$ cat config.mk
export PLATFORM = sky130hd
export DESIGN_NAME = fixed_chunk_free_list_allocator
export DESIGN_NICKNAME = d
export VERILOG_FILES = /design/src/rtl/core/fcfla_pkg.sv /design/src/rtl/core/fixed_chunk_free_list_allocator.sv
export VERILOG_INCLUDE_DIRS = /design/src /design/src/rtl/core
export SDC_FILE = /design/constraint.sdc
export NUM_CORES = 1
export LEC_CHECK = 0
export BUFFER_PORTS_ARGS = -buffer_cell sky130_fd_sc_hd__buf_2
export CORE_ASPECT_RATIO = 0.7
export CORE_MARGIN = 5
export CORE_UTILIZATION = 45
export CTS_CLUSTER_SIZE = 30
export DETAILED_ROUTE_END_ITERATION = 10
export GPL_TIMING_DRIVEN = 0
export PLACE_DENSITY = 0.65
export SYNTH_ARGS = -nofsm -noshare
export SYNTH_HDL_FRONTEND = slang
export SYNTH_SLANG_ARGS = --single-unit
$ cat constraint.sdc
create_clock -name clk -period 7.7 [get_ports clk]
set_input_delay 1.155 -clock clk [delete_from_list [all_inputs] [get_ports clk]]
set_output_delay 1.155 -clock clk [all_outputs]
set_load 0.02 [all_outputs]
$ cat src/rtl/core/fixed_chunk_free_list_allocator_macros.svh
// Assertion macros shared by the free list allocator RTL
`ifndef FIXED_CHUNK_FREE_LIST_ALLOCATOR_MACROS_SVH
`define FIXED_CHUNK_FREE_LIST_ALLOCATOR_MACROS_SVH

// Same-cycle implication, sampled on the rising edge, off while in reset
`define FCFLA_ASSERT_SAME(lbl, ante, cons, msg) \
    lbl: assert property (@(posedge clk) disable iff (!rst_n) (ante) |-> (cons)) \
        else $error(msg);

// Next-cycle implication, sampled on the rising edge, off while in reset
`define FCFLA_ASSERT_NEXT(lbl, ante, cons, msg) \
    lbl: assert property (@(posedge clk) disable iff (!rst_n) (ante) |=> (cons)) \
        else $error(msg);

`endif

$ cat src/rtl/core/fcfla_pkg.sv
// Types, constants and helpers for the fixed chunk free list allocator
`default_nettype none

package fcfla_pkg;

    // Pool geometry
    localparam int NUM_CHUNKS = 64;
    localparam int IDX_W      = $clog2(NUM_CHUNKS);
    localparam int LINK_W     = $clog2(NUM_CHUNKS + 1);
    localparam int REQ_IDX_W  = 7;
    localparam int GRANT_W    = 6;

    // Result status codes
    typedef enum logic [1:0] {
        ST_OK        = 2'd0,
        ST_SOFT_FAIL = 2'd1,
        ST_ABORT     = 2'd2,
        ST_RANGE     = 2'd3
    } status_t;

    // Request kinds
    typedef enum logic {
        MODE_ALLOC = 1'b0,
        MODE_FREE  = 1'b1
    } mode_t;

    // Controller states
    typedef enum logic [1:0] {
        S_IDLE  = 2'b01,
        S_FETCH = 2'b10
    } state_t;

    // Link value of a chunk that has not been written since reset
    function automatic logic [LINK_W-1:0] reset_link(input logic [IDX_W-1:0] addr);
        logic [LINK_W-1:0] link;
        if (addr == '0)
            link = LINK_W'(NUM_CHUNKS);
        else
            link = LINK_W'(addr) - LINK_W'(1);
        return link;
    endfunction

endpackage

`default_nettype wire

$ cat src/rtl/core/fixed_chunk_free_list_allocator.sv
// Free list allocator: head register, link memory and result register
// The result is held in registers that are loaded on the input transfer.
// A free or a failed allocate leaves the block ready for a new request once the result is taken;
// a successful allocate adds S_FETCH, as the new head comes from the link memory's registered read.
// Reset: head is the highest chunk and each chunk links to the one below it;
// per-entry valid bits give the reset links, so no clearing pass is run.
`default_nettype none

`include "fixed_chunk_free_list_allocator_macros.svh"

module fixed_chunk_free_list_allocator
    import fcfla_pkg::*;
(
    input  wire logic                 clk,
    input  wire logic                 rst_n,
    input  wire logic                 in_valid,
    output logic                      in_ready,
    input  wire logic                 mode,
    input  wire logic [REQ_IDX_W-1:0] chunk_index,
    input  wire logic                 soft_fail,
    input  wire logic                 zero_fill,
    output logic                      out_valid,
    input  wire logic                 out_ready,
    output logic [GRANT_W-1:0]        granted_index,
    output logic [1:0]                status,
    output logic                      clear_chunk
);

    localparam logic [REQ_IDX_W-1:0] REQ_LIMIT  = REQ_IDX_W'(NUM_CHUNKS);
    localparam logic [LINK_W-1:0]    HEAD_LIMIT = LINK_W'(NUM_CHUNKS);

    // Link memory and its written marks
    logic [LINK_W-1:0]     link_mem [NUM_CHUNKS];
    logic [NUM_CHUNKS-1:0] link_vld_reg;

    state_t               state_reg, state_next;
    logic [LINK_W-1:0]    head_reg, head_next;
    logic [LINK_W-1:0]    rd_data_reg;
    logic                 rd_vld_reg;
    logic [LINK_W-1:0]    rd_dflt_reg;

    logic                 out_valid_reg, out_valid_next;
    logic [GRANT_W-1:0]   granted_reg, granted_next;
    status_t              status_reg, status_next;
    logic                 clear_reg, clear_next;

    logic                 in_xfer;
    logic                 head_ok;
    logic                 free_ok;
    logic                 pop;
    logic                 push;
    logic [IDX_W-1:0]     head_addr;
    logic [IDX_W-1:0]     free_addr;

    // Decode the request
    assign in_ready  = (state_reg == S_IDLE) && (!out_valid_reg || out_ready);
    assign in_xfer   = in_valid && in_ready;
    assign head_ok   = head_reg < HEAD_LIMIT;
    assign free_ok   = chunk_index < REQ_LIMIT;
    assign head_addr = head_reg[IDX_W-1:0];
    assign free_addr = chunk_index[IDX_W-1:0];
    assign pop       = in_xfer && (mode == MODE_ALLOC) && head_ok;
    assign push      = in_xfer && (mode == MODE_FREE) && free_ok;

    // Work out the next head, state and result
    always_comb
    begin
        state_next     = state_reg;
        head_next      = head_reg;
        out_valid_next = out_valid_reg;
        granted_next   = granted_reg;
        status_next    = status_reg;
        clear_next     = clear_reg;

        if (out_valid_reg && out_ready)
            out_valid_next = 1'b0;

        unique case (state_reg)
            S_IDLE:
            begin
                if (in_xfer)
                begin
                    out_valid_next = 1'b1;
                    granted_next   = '0;
                    status_next    = ST_OK;
                    clear_next     = 1'b0;
                    if (mode == MODE_ALLOC)
                    begin
                        if (head_ok)
                        begin
                            granted_next = GRANT_W'(head_addr);
                            clear_next   = zero_fill;
                            state_next   = S_FETCH;
                        end
                        else
                        begin
                            status_next = soft_fail ? ST_SOFT_FAIL : ST_ABORT;
                        end
                    end
                    else
                    begin
                        if (free_ok)
                            head_next = LINK_W'(chunk_index);
                        else
                            status_next = ST_RANGE;
                    end
                end
            end
            S_FETCH:
            begin
                // take the popped chunk's link as the new head
                head_next  = rd_vld_reg ? rd_data_reg : rd_dflt_reg;
                state_next = S_IDLE;
            end
            default:
            begin
                state_next = S_IDLE;
            end
        endcase
    end

    // Control registers
    always_ff @(posedge clk or negedge rst_n)
    begin
        if (!rst_n)
        begin
            state_reg     <= S_IDLE;
            head_reg      <= LINK_W'(NUM_CHUNKS - 1);
            out_valid_reg <= 1'b0;
            link_vld_reg  <= '0;
        end
        else
        begin
            state_reg     <= state_next;
            head_reg      <= head_next;
            out_valid_reg <= out_valid_next;
            if (push)
                link_vld_reg[free_addr] <= 1'b1;
        end
    end

    // Result payload
    always_ff @(posedge clk)
    begin
        granted_reg <= granted_next;
        status_reg  <= status_next;
        clear_reg   <= clear_next;
    end

    // Link memory: write on an in-range free, registered read of the head's link on pop
    always_ff @(posedge clk)
    begin
        if (push)
            link_mem[free_addr] <= head_reg;
        if (pop)
        begin
            rd_data_reg <= link_mem[head_addr];
            rd_vld_reg  <= link_vld_reg[head_addr];
            rd_dflt_reg <= reset_link(head_addr);
        end
    end

    assign out_valid     = out_valid_reg;
    assign granted_index = granted_reg;
    assign status        = status_reg;
    assign clear_chunk   = clear_reg;

    // Checks on the controller
    `FCFLA_ASSERT_NEXT(a_fetch_one_cycle, state_reg == S_FETCH, state_reg == S_IDLE, "fetch held")
    `FCFLA_ASSERT_SAME(a_no_xfer_in_fetch, state_reg == S_FETCH, !in_ready, "input during fetch")
    `FCFLA_ASSERT_NEXT(a_pop_fetches, pop, state_reg == S_FETCH && out_valid, "pop without fetch")
    `FCFLA_ASSERT_SAME(a_head_bound, 1'b1, head_reg <= HEAD_LIMIT, "head beyond none marker")

endmodule

`default_nettype wire

==> impl_metrics.env, run 1 <==
export IMPL_status="complete, no violations"
export IMPL_antenna_found_initial=2
export IMPL_clkSinkCount=546
export IMPL_gp_congestion=0.8858
export IMPL_netlist_instances=1121
export IMPL_wl_um=55020
export IMPL_grt_pass1_vias=11090
export IMPL_clk_pin_slew_worst_paths_ps=70
export IMPL_maxCapViolations=0
export IMPL_synth_area_per_cell_um2=19.20
export IMPL_power_density_nw_per_um2=341.0
export IMPL_worstSetupStartpointType="flop"
export IMPL_hold_ws_ps=462.9
export IMPL_cts_root_buffer="clkbuf_16"
export IMPL_ctsLongestPathBuffers=3
export IMPL_rsz0062_at_grt="false"
export IMPL_core_um2=47620
export IMPL_yosys_area_share_simple_pct=4.685
export IMPL_fill_cells=3808
export IMPL_period_minus_slack_ps=4679
export IMPL_post_drt_wl_per_cell_um=29.66
export IMPL_finClkSkew_ps=14.06
export IMPL_pin_count=25
export IMPL_timing_reg2reg_setup_slack_ps=3020
export IMPL_leakagePower_uw=0.008059
export IMPL_cts_max_level=2
export IMPL_worstPathRequired_ps=8020
export IMPL_num_vias=11320
export IMPL_track_usage_pct=21.15
export IMPL_ant_nets=0
export IMPL_fin_tns_setup_ps=0
export IMPL_crit_type="flop to flop"
export IMPL_async_reset_ff_share_pct=13.55
export IMPL_finalHoldViolCount=0
export IMPL_crit_fanout=65
export IMPL_synth_xor_area_share_pct=0.04069
export IMPL_vdd_drop_max_uv=195.1
export IMPL_fin_crit_sh_pct=60.77
export IMPL_ys_types=50
export IMPL_synth_mux_area_share_pct=15.86
export IMPL_die_height_um=193.0
export IMPL_synth_warnings=0
export IMPL_rr_worst_depth=8
export IMPL_cts_tree="built"
export IMPL_final_util_pct=50.24
export IMPL_initial_core_util_pct=45.21
export IMPL_numCtsBuffers=49
export IMPL_synth_edf_count=472
export IMPL_synth_seq_area_share_pct=74.48
export IMPL_hold_depth=1
export IMPL_setup_violations=0
export IMPL_ys_ff_latch=546
export IMPL_area_growth_pct=11.13
export IMPL_final_cell_area_um2=23920
export IMPL_synth_compound_area_share_pct=3.255
export IMPL_hpwl_um=35710
export IMPL_place_area_um2=22460
export IMPL_drive_above_1_share_pct=24.35
export IMPL_vias_per_cell=6.101
export IMPL_rows=67
export IMPL_arrival_ps=5000
export IMPL_first_pass_iters=7
export IMPL_dpl_cell_count=1765
export IMPL_synth_adder_area_share_pct=0.05812
export IMPL_finalNonFillerCells=1855
export IMPL_max_clock_freq_mhz=213.7
export IMPL_syn_area_um2=21530
export IMPL_die_w_um=271.4
export IMPL_drtIter0Drc=1499
export IMPL_synthesis_nets=1136
export IMPL_synth_top_family_by_area="multiplexers"
export IMPL_insertion_delay_ps=560
export IMPL_grt_pass1_wl_um=79790
export IMPL_cts_resized=0
export IMPL_end_kind="flop"
export IMPL_grt_overflow_total=0
export IMPL_ctsHoldBuffers=0
export IMPL_tightest_slew_ps=1321
export IMPL_portBuffers=21
export IMPL_maxSlewHeadroom_pct=11.95
export IMPL_grt_max_degree=68
export IMPL_cts_setup_buffers=0
export IMPL_hold_path_class="flop to flop"
export IMPL_slew_violations=0
export IMPL_dieArea_um2=52380
export IMPL_largest_reg_flops=448
export IMPL_layout_nets=1210
export IMPL_synth_ff_type="edfxtp_1"
export IMPL_drc=0
[cells by family (layout without fill, tap and decap cells)]
logic type,Yosys count,after routing
buffers and inverters,75,186
AND/OR/NAND/NOR,217,217
multiplexers,182,182
XOR/XNOR,1,1
flip-flops,546,546
AO/OA/AOI/OAI,99,99
adder cells (fa/ha/maj),1,1
other,0,2
[path summary, 6_finish.rpt]
| check | start | to |
|---|---|---|
| min | link_vld_reg[9] | link_vld_reg[9] |
| max reg2reg | head_reg[1] | rd_data_reg[1] |
| min reg2reg | link_vld_reg[9] | link_vld_reg[9] |
| max | head_reg[1] | rd_data_reg[1] |
| max in group asynchronous | rst_n | head_reg[5] |
| min in group asynchronous | rst_n | link_vld_reg[44] |
[cell usage after synthesis (2+ instances only)]
cell type	n	area share (%)
edfxtp_1	472	66
mux4_2	127	13
nor2_1	87	1.5
dfrtp_1	67	7.8
mux2i_1	52	2.4
nand2_1	51	0.89
clkbuf_1	33	0.58
or2_2	33	0.96
o21bai_1	32	1.1
a21oi_1	20	0.46
buf_2	17	0.40
nand3_1	11	0.26
nor3_1	9	0.21
buf_4	8	0.28
nor2b_1	8	0.23
a22oi_1	7	0.24
dfstp_2	7	0.85
o221ai_1	7	0.28
a211oi_1	6	0.21
a31oi_1	6	0.17
buf_1	6	0.10
inv_1	5	0.087
nand3b_1	5	0.17
o211ai_1	5	0.17
a221oi_1	4	0.16
inv_2	3	0.052
mux2_2	3	0.16
o21ai_0	3	0.070
and2_1	2	0.058
buf_6	2	0.10
nand2b_1	2	0.058
nand4_1	2	0.058
o31ai_1	2	0.070
[per-stage QoR]
| stage | setup slack (ps) | power [µW] |
|---|---|---|
| final | 3021 | 8157 |
| after global routing | 2831 | 8429 |
| after CTS | 3091 | 8149 |
| after detailed placement | 3066 | 5915 |
| after global placement | 3217 | 5861 |
| after floorplan | 4610 | 5016 |
[power breakdown]
group / leakage [µW] / total (µW) / internal (µW) / switching, µW
Sequential: 0.00527 / 3880 / 3590 / 297
Clock: 0.000724 / 2270 / 1220 / 1050
Combinational: 0.00207 / 2000 / 767 / 1230
[cell type report]
cell class | instances | area [µm²] | area share (%)
flip-flops and latches | 546 | 16040 | 67.04
multi-input cells | 500 | 5145 | 21.51
clock buffers | 65 | 1336 | 5.586
well taps | 621 | 777.0 | 3.248
plain buffers | 66 | 314.1 | 1.313
repair buffers | 23 | 155.1 | 0.6485
clock inverters | 23 | 117.6 | 0.4916
inverters | 9 | 33.78 | 0.1412
diodes | 2 | 5.005 | 0.02092
[layer usage]
metal,routed length [µm],vias up,global-route usage [%]
met5,149,-,1.996
met4,1018,2,4.368
met3,6915,86,7.385
met2,22920,632,29.37
met1,24020,5961,32.50
li1,-,4637,-
[cell usage in the layout, fill, tap and decap left out, types with 6 or more instances in the layout]
cell,count
edfxtp_1,472
mux4_2,127
nor2_1,87
dfrtp_1,66
mux2i_1,52
nand2_1,51
clkbuf_16,49
clkbuf_1,44
buf_2,37
or2_2,33
o21bai_1,32
a21oi_1,20
clkinv_2,15
nand3_1,11
buf_4,9
nor3_1,9
nor2b_1,8
o221ai_1,7
a22oi_1,7
buf_1,6
clkinv_1,6
a31oi_1,6
a211oi_1,6
dfstp_2,6
[worst max-delay path: stages, from the launching register on]
cell and delay (ps):
dfstp_2 1350, buf_2 310, buf_2 450, clkbuf_1 860
mux4_2 420, mux2i_1 620, a22oi_1 140, a21oi_1 190
nor2_1 60
No activity file was read; power rests on OpenSTA's default activity.
==> run 2, diff against run 1 <==
PLACE_DENSITY = 0.67   (was 0.65)
clock period = 4.3 ns   (was 7.7 ns; I/O delays follow)
==> run 2 against run 1 <==
Effect of this change: global-route usage down 0.24 points; first-iteration DRC count down 6.6%; maximum frequency up 10%; routed wire length down 0.47%; combinational power up 80%; cell area up 1.0%; utilization up 0.51 points; critical path depth down 1; setup slack worse by 3000 ps; sequential share of layout area down 0.64 points; total power up 86%; critical endpoint is now rd_data_reg[2]; highest routed layer unchanged.
==> impl_metrics.env, run 2 (same netlist as run 1, synthesis figures left out) <==
export IMPL_antennaDiodeCount=0
export IMPL_place_area_um2=22460
export IMPL_largest_reg_flops=448
export IMPL_core_um2=47620
export IMPL_initial_core_util_pct=45.21
export IMPL_worstPathRequired_ps=4610
export IMPL_crit_type="flop to flop"
export IMPL_die_w_um=271.4
export IMPL_grt_pass1_vias=11130
export IMPL_cts_max_level=2
export IMPL_layout_common_cells="472 x edfxtp_1, 127 x mux4_2, 87 x nor2_1, 66 x dfrtp_1, 52 x mux2i_1"
export IMPL_status="complete, no violations"
export IMPL_ctsLongestPathBuffers=3
export IMPL_seqPwrFrac_pct=45.9
export IMPL_area_growth_pct=12.25
export IMPL_fin_crit_sh_pct=98.64
export IMPL_cts_setup_buffers=0
export IMPL_crit_buf_inv=2
export IMPL_setup_violations=0
export IMPL_dieArea_um2=52380
export IMPL_insertion_delay_ps=570
export IMPL_cts_tree="built"
export IMPL_track_usage_pct=20.92
export IMPL_arrival_ps=4550
export IMPL_portBuffers=21
export IMPL_cp_slowest_stage_delay_ps=1040
export IMPL_grt_overflow_total=0
export IMPL_cp_depth=7
export IMPL_rows=67
export IMPL_max_clock_freq_mhz=235.8
export IMPL_maxSlewHeadroom_pct=13.63
export IMPL_fill_cells=3797
export IMPL_drtIter0Drc=1400
export IMPL_period_minus_slack_ps=4241
export IMPL_antenna_found_initial=2
export IMPL_finClkSkew_ps=9.424
export IMPL_ant_nets=0
export IMPL_rsz0062_at_grt="false"
export IMPL_finalNonFillerCells=1859
export IMPL_hold_path_class="input pin to flop"
export IMPL_worstSetupStartpointType="flop"
export IMPL_end_kind="flop"
export IMPL_crit_fanout=67
export IMPL_vdd_drop_max_uv=339.8
export IMPL_layout_nets=1212
export IMPL_fin_ws_ps=58.67
export IMPL_hpwl_um=35420
export IMPL_first_pass_iters=5
export IMPL_die_height_um=193.0
export IMPL_clkSinkCount=546
export IMPL_p_clk_share_pct=30.4
export IMPL_leakagePower_uw=0.008167
export IMPL_cts_root_buffer="clkbuf_16"
export IMPL_vias_per_cell=6.049
export IMPL_grt_max_degree=68
export IMPL_tightest_slew_ps=1296
export IMPL_maxCapViolations=0
export IMPL_slowest_stage="dfstp_4"
export IMPL_grt_pass1_wl_um=78900
export IMPL_p_total_uw=15140
export IMPL_dp_worst_setup_slack_ps=-229.4
export IMPL_cp_top_family="buffers and inverters"
export IMPL_path_cells="buf_2 > clkbuf_1 > mux4_2 > mux2i_1 > mux2i_1 > o211ai_1 > nand2_1"
export IMPL_drive_above_1_share_pct=24.39
export IMPL_internal_power_uw=10460
export IMPL_cpMostUsedCell="mux2i_1"
export IMPL_num_vias=11250
export IMPL_hold_depth=2
export IMPL_switching_share_pct=30.87
export IMPL_gp_congestion=0.9234
export IMPL_pin_count=25
export IMPL_final_cell_area_um2=24160
export IMPL_drc=0
export IMPL_wl_um=54760
export IMPL_slew_violations=0
export IMPL_p_sw_uw=4672
export IMPL_p_comb_share_pct=23.8
export IMPL_finalHoldViolCount=0
export IMPL_power_density_nw_per_um2=626.4
export IMPL_fin_tns_setup_ps=0
export IMPL_post_drt_wl_per_cell_um=29.46
export IMPL_clk_pin_slew_worst_paths_ps=60
export IMPL_numCtsBuffers=50
export IMPL_rr_worst_depth=7
export IMPL_final_common_cell="edfxtp_1"
export IMPL_dpl_cell_count=1765
==> run 2: changes by cell type in the layout (fill, tap and decap cells not counted), sizes merged <==
cell | before | now
bufinv | 0 | 7
inv | 8 | 9
clkbuf | 98 | 100
diode | 2 | 0
dlygate4sd3 | 0 | 1
clkinv | 22 | 18
clkinvlp | 2 | 1
==> run 2: final timing paths <==
kind,slack (ps),from,to
worst max-delay path,60,head_reg[2],rd_data_reg[2]
worst min-delay path,350,zero_fill,clear_chunk
worst max register to register,60,head_reg[2],rd_data_reg[2]
worst min register to register,460,link_vld_reg[31],link_vld_reg[31]
max in group asynchronous,3160,rst_n,head_reg[5]
min in group asynchronous,510,rst_n,link_vld_reg[40]
==> run 2: final cells by class <==
| cell class | instances | area, µm² | area share, % |
|---|---|---|---|
| Timing Repair Buffer | 24 | 165.2 | 0.6835 |
| Clock inverter | 26 | 304.0 | 1.258 |
| Sequential cell | 546 | 16050 | 66.41 |
| Buffer | 66 | 316.6 | 1.310 |
| Multi-Input combinational cell | 500 | 5145 | 21.29 |
| Inverter | 9 | 33.78 | 0.1398 |
| Clock buffer | 67 | 1376 | 5.696 |
| Tap cell | 621 | 777.0 | 3.215 |
==> run 2: power groups by stage <==
stage / Sequential, µW / Clock, µW / Combinational, µW
after detailed placement: 7060 / 0 / 3500
after global routing: 7000 / 4890 / 3730
final: 6940 / 4600 / 3600
after global placement: 7030 / 0 / 3440
after floorplan: 6790 / 0 / 2190
after CTS: 6950 / 4650 / 3510
==> run 2: repair_timing <==
item | in CTS | in global routing
gates resized for setup | 3 | 6
hold buffers | 1 | 0
hold endpoints to repair | 16 | 0
endpoints found under the setup margin | 6 | 2
==> run 2: layer usage <==
metal | global-route usage [%] | part of all wire [%] | wire, µm
met1 | 31.21 | 42 | 23260
met2 | 29.02 | 42 | 22930
met3 | 8.276 | 13 | 7134
met4 | 5.034 | 2.4 | 1288
met5 | 1.633 | 0.26 | 145
==> run 2: through the flow <==
step                utilization [%]  hold WS (ps)
finish                        50.75         352.0
detailed placement            47.17         447.6
global placement              47.06         445.4
floorplan                         -         349.4
global route                  50.75         366.1
CTS                           50.74         343.2
==> run 3, diff against run 2 <==
BUFFER_PORTS_ARGS = default   (was -buffer_cell sky130_fd_sc_hd__buf_2)
CORE_UTILIZATION = 57   (was 45)
DONT_BUFFER_PORTS = 1   (was default)
PLACE_DENSITY = 0.8   (was 0.67)
==> run 3 against run 2 <==
Effect of this change: maximum frequency decreased by 1.1%; sequential cell count unchanged; global-route usage increased by 4.7 points; clock power decreased by 12%; critical path depth increased by 1; setup slack got worse by 49 ps; highest routed layer is now met4.
==> impl_metrics.env, run 3 (same netlist as run 1, synthesis figures left out) <==
export IMPL_insertion_delay_ps=570
export IMPL_switching_share_pct=31.50
export IMPL_maxCapViolations=0
export IMPL_gp_congestion=0.9620
export IMPL_rsz0062_at_grt="false"
export IMPL_die_height_um=172.6
export IMPL_dp_worst_setup_slack_ps=-137.8
export IMPL_core_um2=37210
export IMPL_arrival_ps=4610
export IMPL_worstPathRequired_ps=4620
export IMPL_largest_reg_flops=448
export IMPL_cts_root_buffer="clkbuf_16"
export IMPL_clkSinkCount=546
export IMPL_crit_fanout=65
export IMPL_finalHoldViolCount=0
export IMPL_p_clk_share_pct=27.8
export IMPL_cts_tree="built"
export IMPL_wl_um=54260
export IMPL_r2r_end="rd_data_reg[1]"
export IMPL_drtIter0Drc=2093
export IMPL_area_growth_pct=9.834
export IMPL_worstSetupStartpointType="flop"
export IMPL_power_density_nw_per_um2=616.8
export IMPL_antenna_found_initial=0
export IMPL_timing_reg2reg_setup_slack_ps=9
export IMPL_grt_max_degree=75
export IMPL_p_comb_share_pct=24.4
export IMPL_ctsLongestPathBuffers=3
export IMPL_hold_depth=2
export IMPL_drc=0
export IMPL_track_usage_pct=25.65
export IMPL_internal_power_uw=9990
export IMPL_layout_nets=1189
export IMPL_critical_path_reg2reg_startpoint="head_reg[1]"
export IMPL_hpwl_um=34570
export IMPL_dpl_cell_count=1610
export IMPL_first_pass_iters=6
export IMPL_clk_pin_slew_worst_paths_ps=70
export IMPL_p_sw_uw=4593
export IMPL_crit_type="flop to flop"
export IMPL_portBuffers=0
export IMPL_finClkSkew_ps=11.34
export IMPL_maxSlewHeadroom_pct=8.643
export IMPL_fin_crit_sh_pct=99.78
export IMPL_slew_violations=0
export IMPL_pin_count=25
export IMPL_tightest_slew_ps=1370
export IMPL_crit_path_end="rd_data_reg[1]"
export IMPL_cts_max_level=2
export IMPL_post_drt_wl_per_cell_um=31.92
export IMPL_grt_pass1_vias=11530
export IMPL_layout_common_cells="472 x edfxtp_1, 127 x mux4_2, 87 x nor2_1, 66 x dfrtp_1, 58 x clkbuf_1"
export IMPL_crit_start="head_reg[1]"
export IMPL_final_util_pct=63.55
export IMPL_antennaDiodeCount=0
export IMPL_fin_ws_ps=9.412
export IMPL_num_vias=11640
export IMPL_vdd_drop_max_uv=429.4
export IMPL_rows=59
export IMPL_dieArea_um2=41820
export IMPL_seqPwrFrac_pct=47.8
export IMPL_finalNonFillerCells=1700
export IMPL_hold_path_class="input pin to flop"
export IMPL_status="complete, no violations"
export IMPL_grt_overflow_total=0
export IMPL_grt_pass1_wl_um=78730
export IMPL_initial_core_util_pct=57.86
export IMPL_vias_per_cell=6.847
export IMPL_drive_above_1_share_pct=22.11
export IMPL_fin_tns_setup_ps=0
export IMPL_max_clock_freq_mhz=233.1
export IMPL_rr_worst_depth=8
export IMPL_die_w_um=242.3
export IMPL_leakagePower_uw=0.007952
export IMPL_setup_violations=0
export IMPL_p_total_uw=14580
export IMPL_numCtsBuffers=48
export IMPL_end_kind="flop"
export IMPL_ant_nets=0
export IMPL_period_minus_slack_ps=4291
export IMPL_final_common_cell="edfxtp_1"
## run 3: area by class of cell
cell class | count | area, µm²
clock buffer | 79 | 1389
fill | 2469 | 13560
timing repair buffer | 3 | 57.56
multi-input combinational | 500 | 5145
inverter | 9 | 33.78
tap | 488 | 610.6
buffer | 66 | 316.6
clock inverter | 9 | 45.04
sequential | 546 | 16050
## run 3: per-layer routing
layer / track usage (%) / part of all wire (%)
met1: 37.91 / 38
met2: 36.48 / 43
met3: 10.03 / 15
met4: 6.939 / 3.5
met5: 0 / 0
## run 3: worst min path at each step
stage	slack, ps	endpoint	from
after floorplan	350	head_reg[6]	rst_n
after global placement	350	link_vld_reg[40]	rst_n
after detailed placement	350	link_vld_reg[41]	rst_n
after CTS	270	clear_chunk	zero_fill
after global routing	280	clear_chunk	zero_fill
final	290	head_reg[5]	chunk_index[5]
## run 3: stage by stage
| stage | instance area (µm²) | hold slack [ps] |
|---|---|---|
| floorplan | 21530 | 349.4 |
| global placement | 22140 | 354.6 |
| detailed placement | 22160 | 354.9 |
| CTS | 23640 | 274.6 |
| global route | 23640 | 277.8 |
| finish | 23640 | 289.4 |
## run 3: critical path: stages, from the launching register on
cell	delay, ps
dfstp_4	1020
buf_2	270
buf_2	450
clkbuf_1	870
mux4_2	450
mux2i_1	570
a22oi_1	130
a21oi_1	170
nor2_1	60
## run 3: repair_timing
| item | 4_1_cts | 5_1_grt |
|---|---|---|
| setup endpoints to repair | 4 | 1 |
| hold buffers | 2 | 0 |
| resized for setup | 3 | 1 |
| hold endpoints to repair | 74 | 0 |
| setup buffers | 0 | 0 |
| pin swaps | 0 | 0 |
## run 3: power by group through the flow
stage	Clock, µW	Sequential [µW]	Combinational, µW
2_1_floorplan	0	6790	2190
3_3_place_gp	0	7040	3280
3_5_place_dp	0	7070	3370
4_1_cts	4070	6970	3430
5_1_grt	4300	7000	3660
6_report	4050	6970	3560
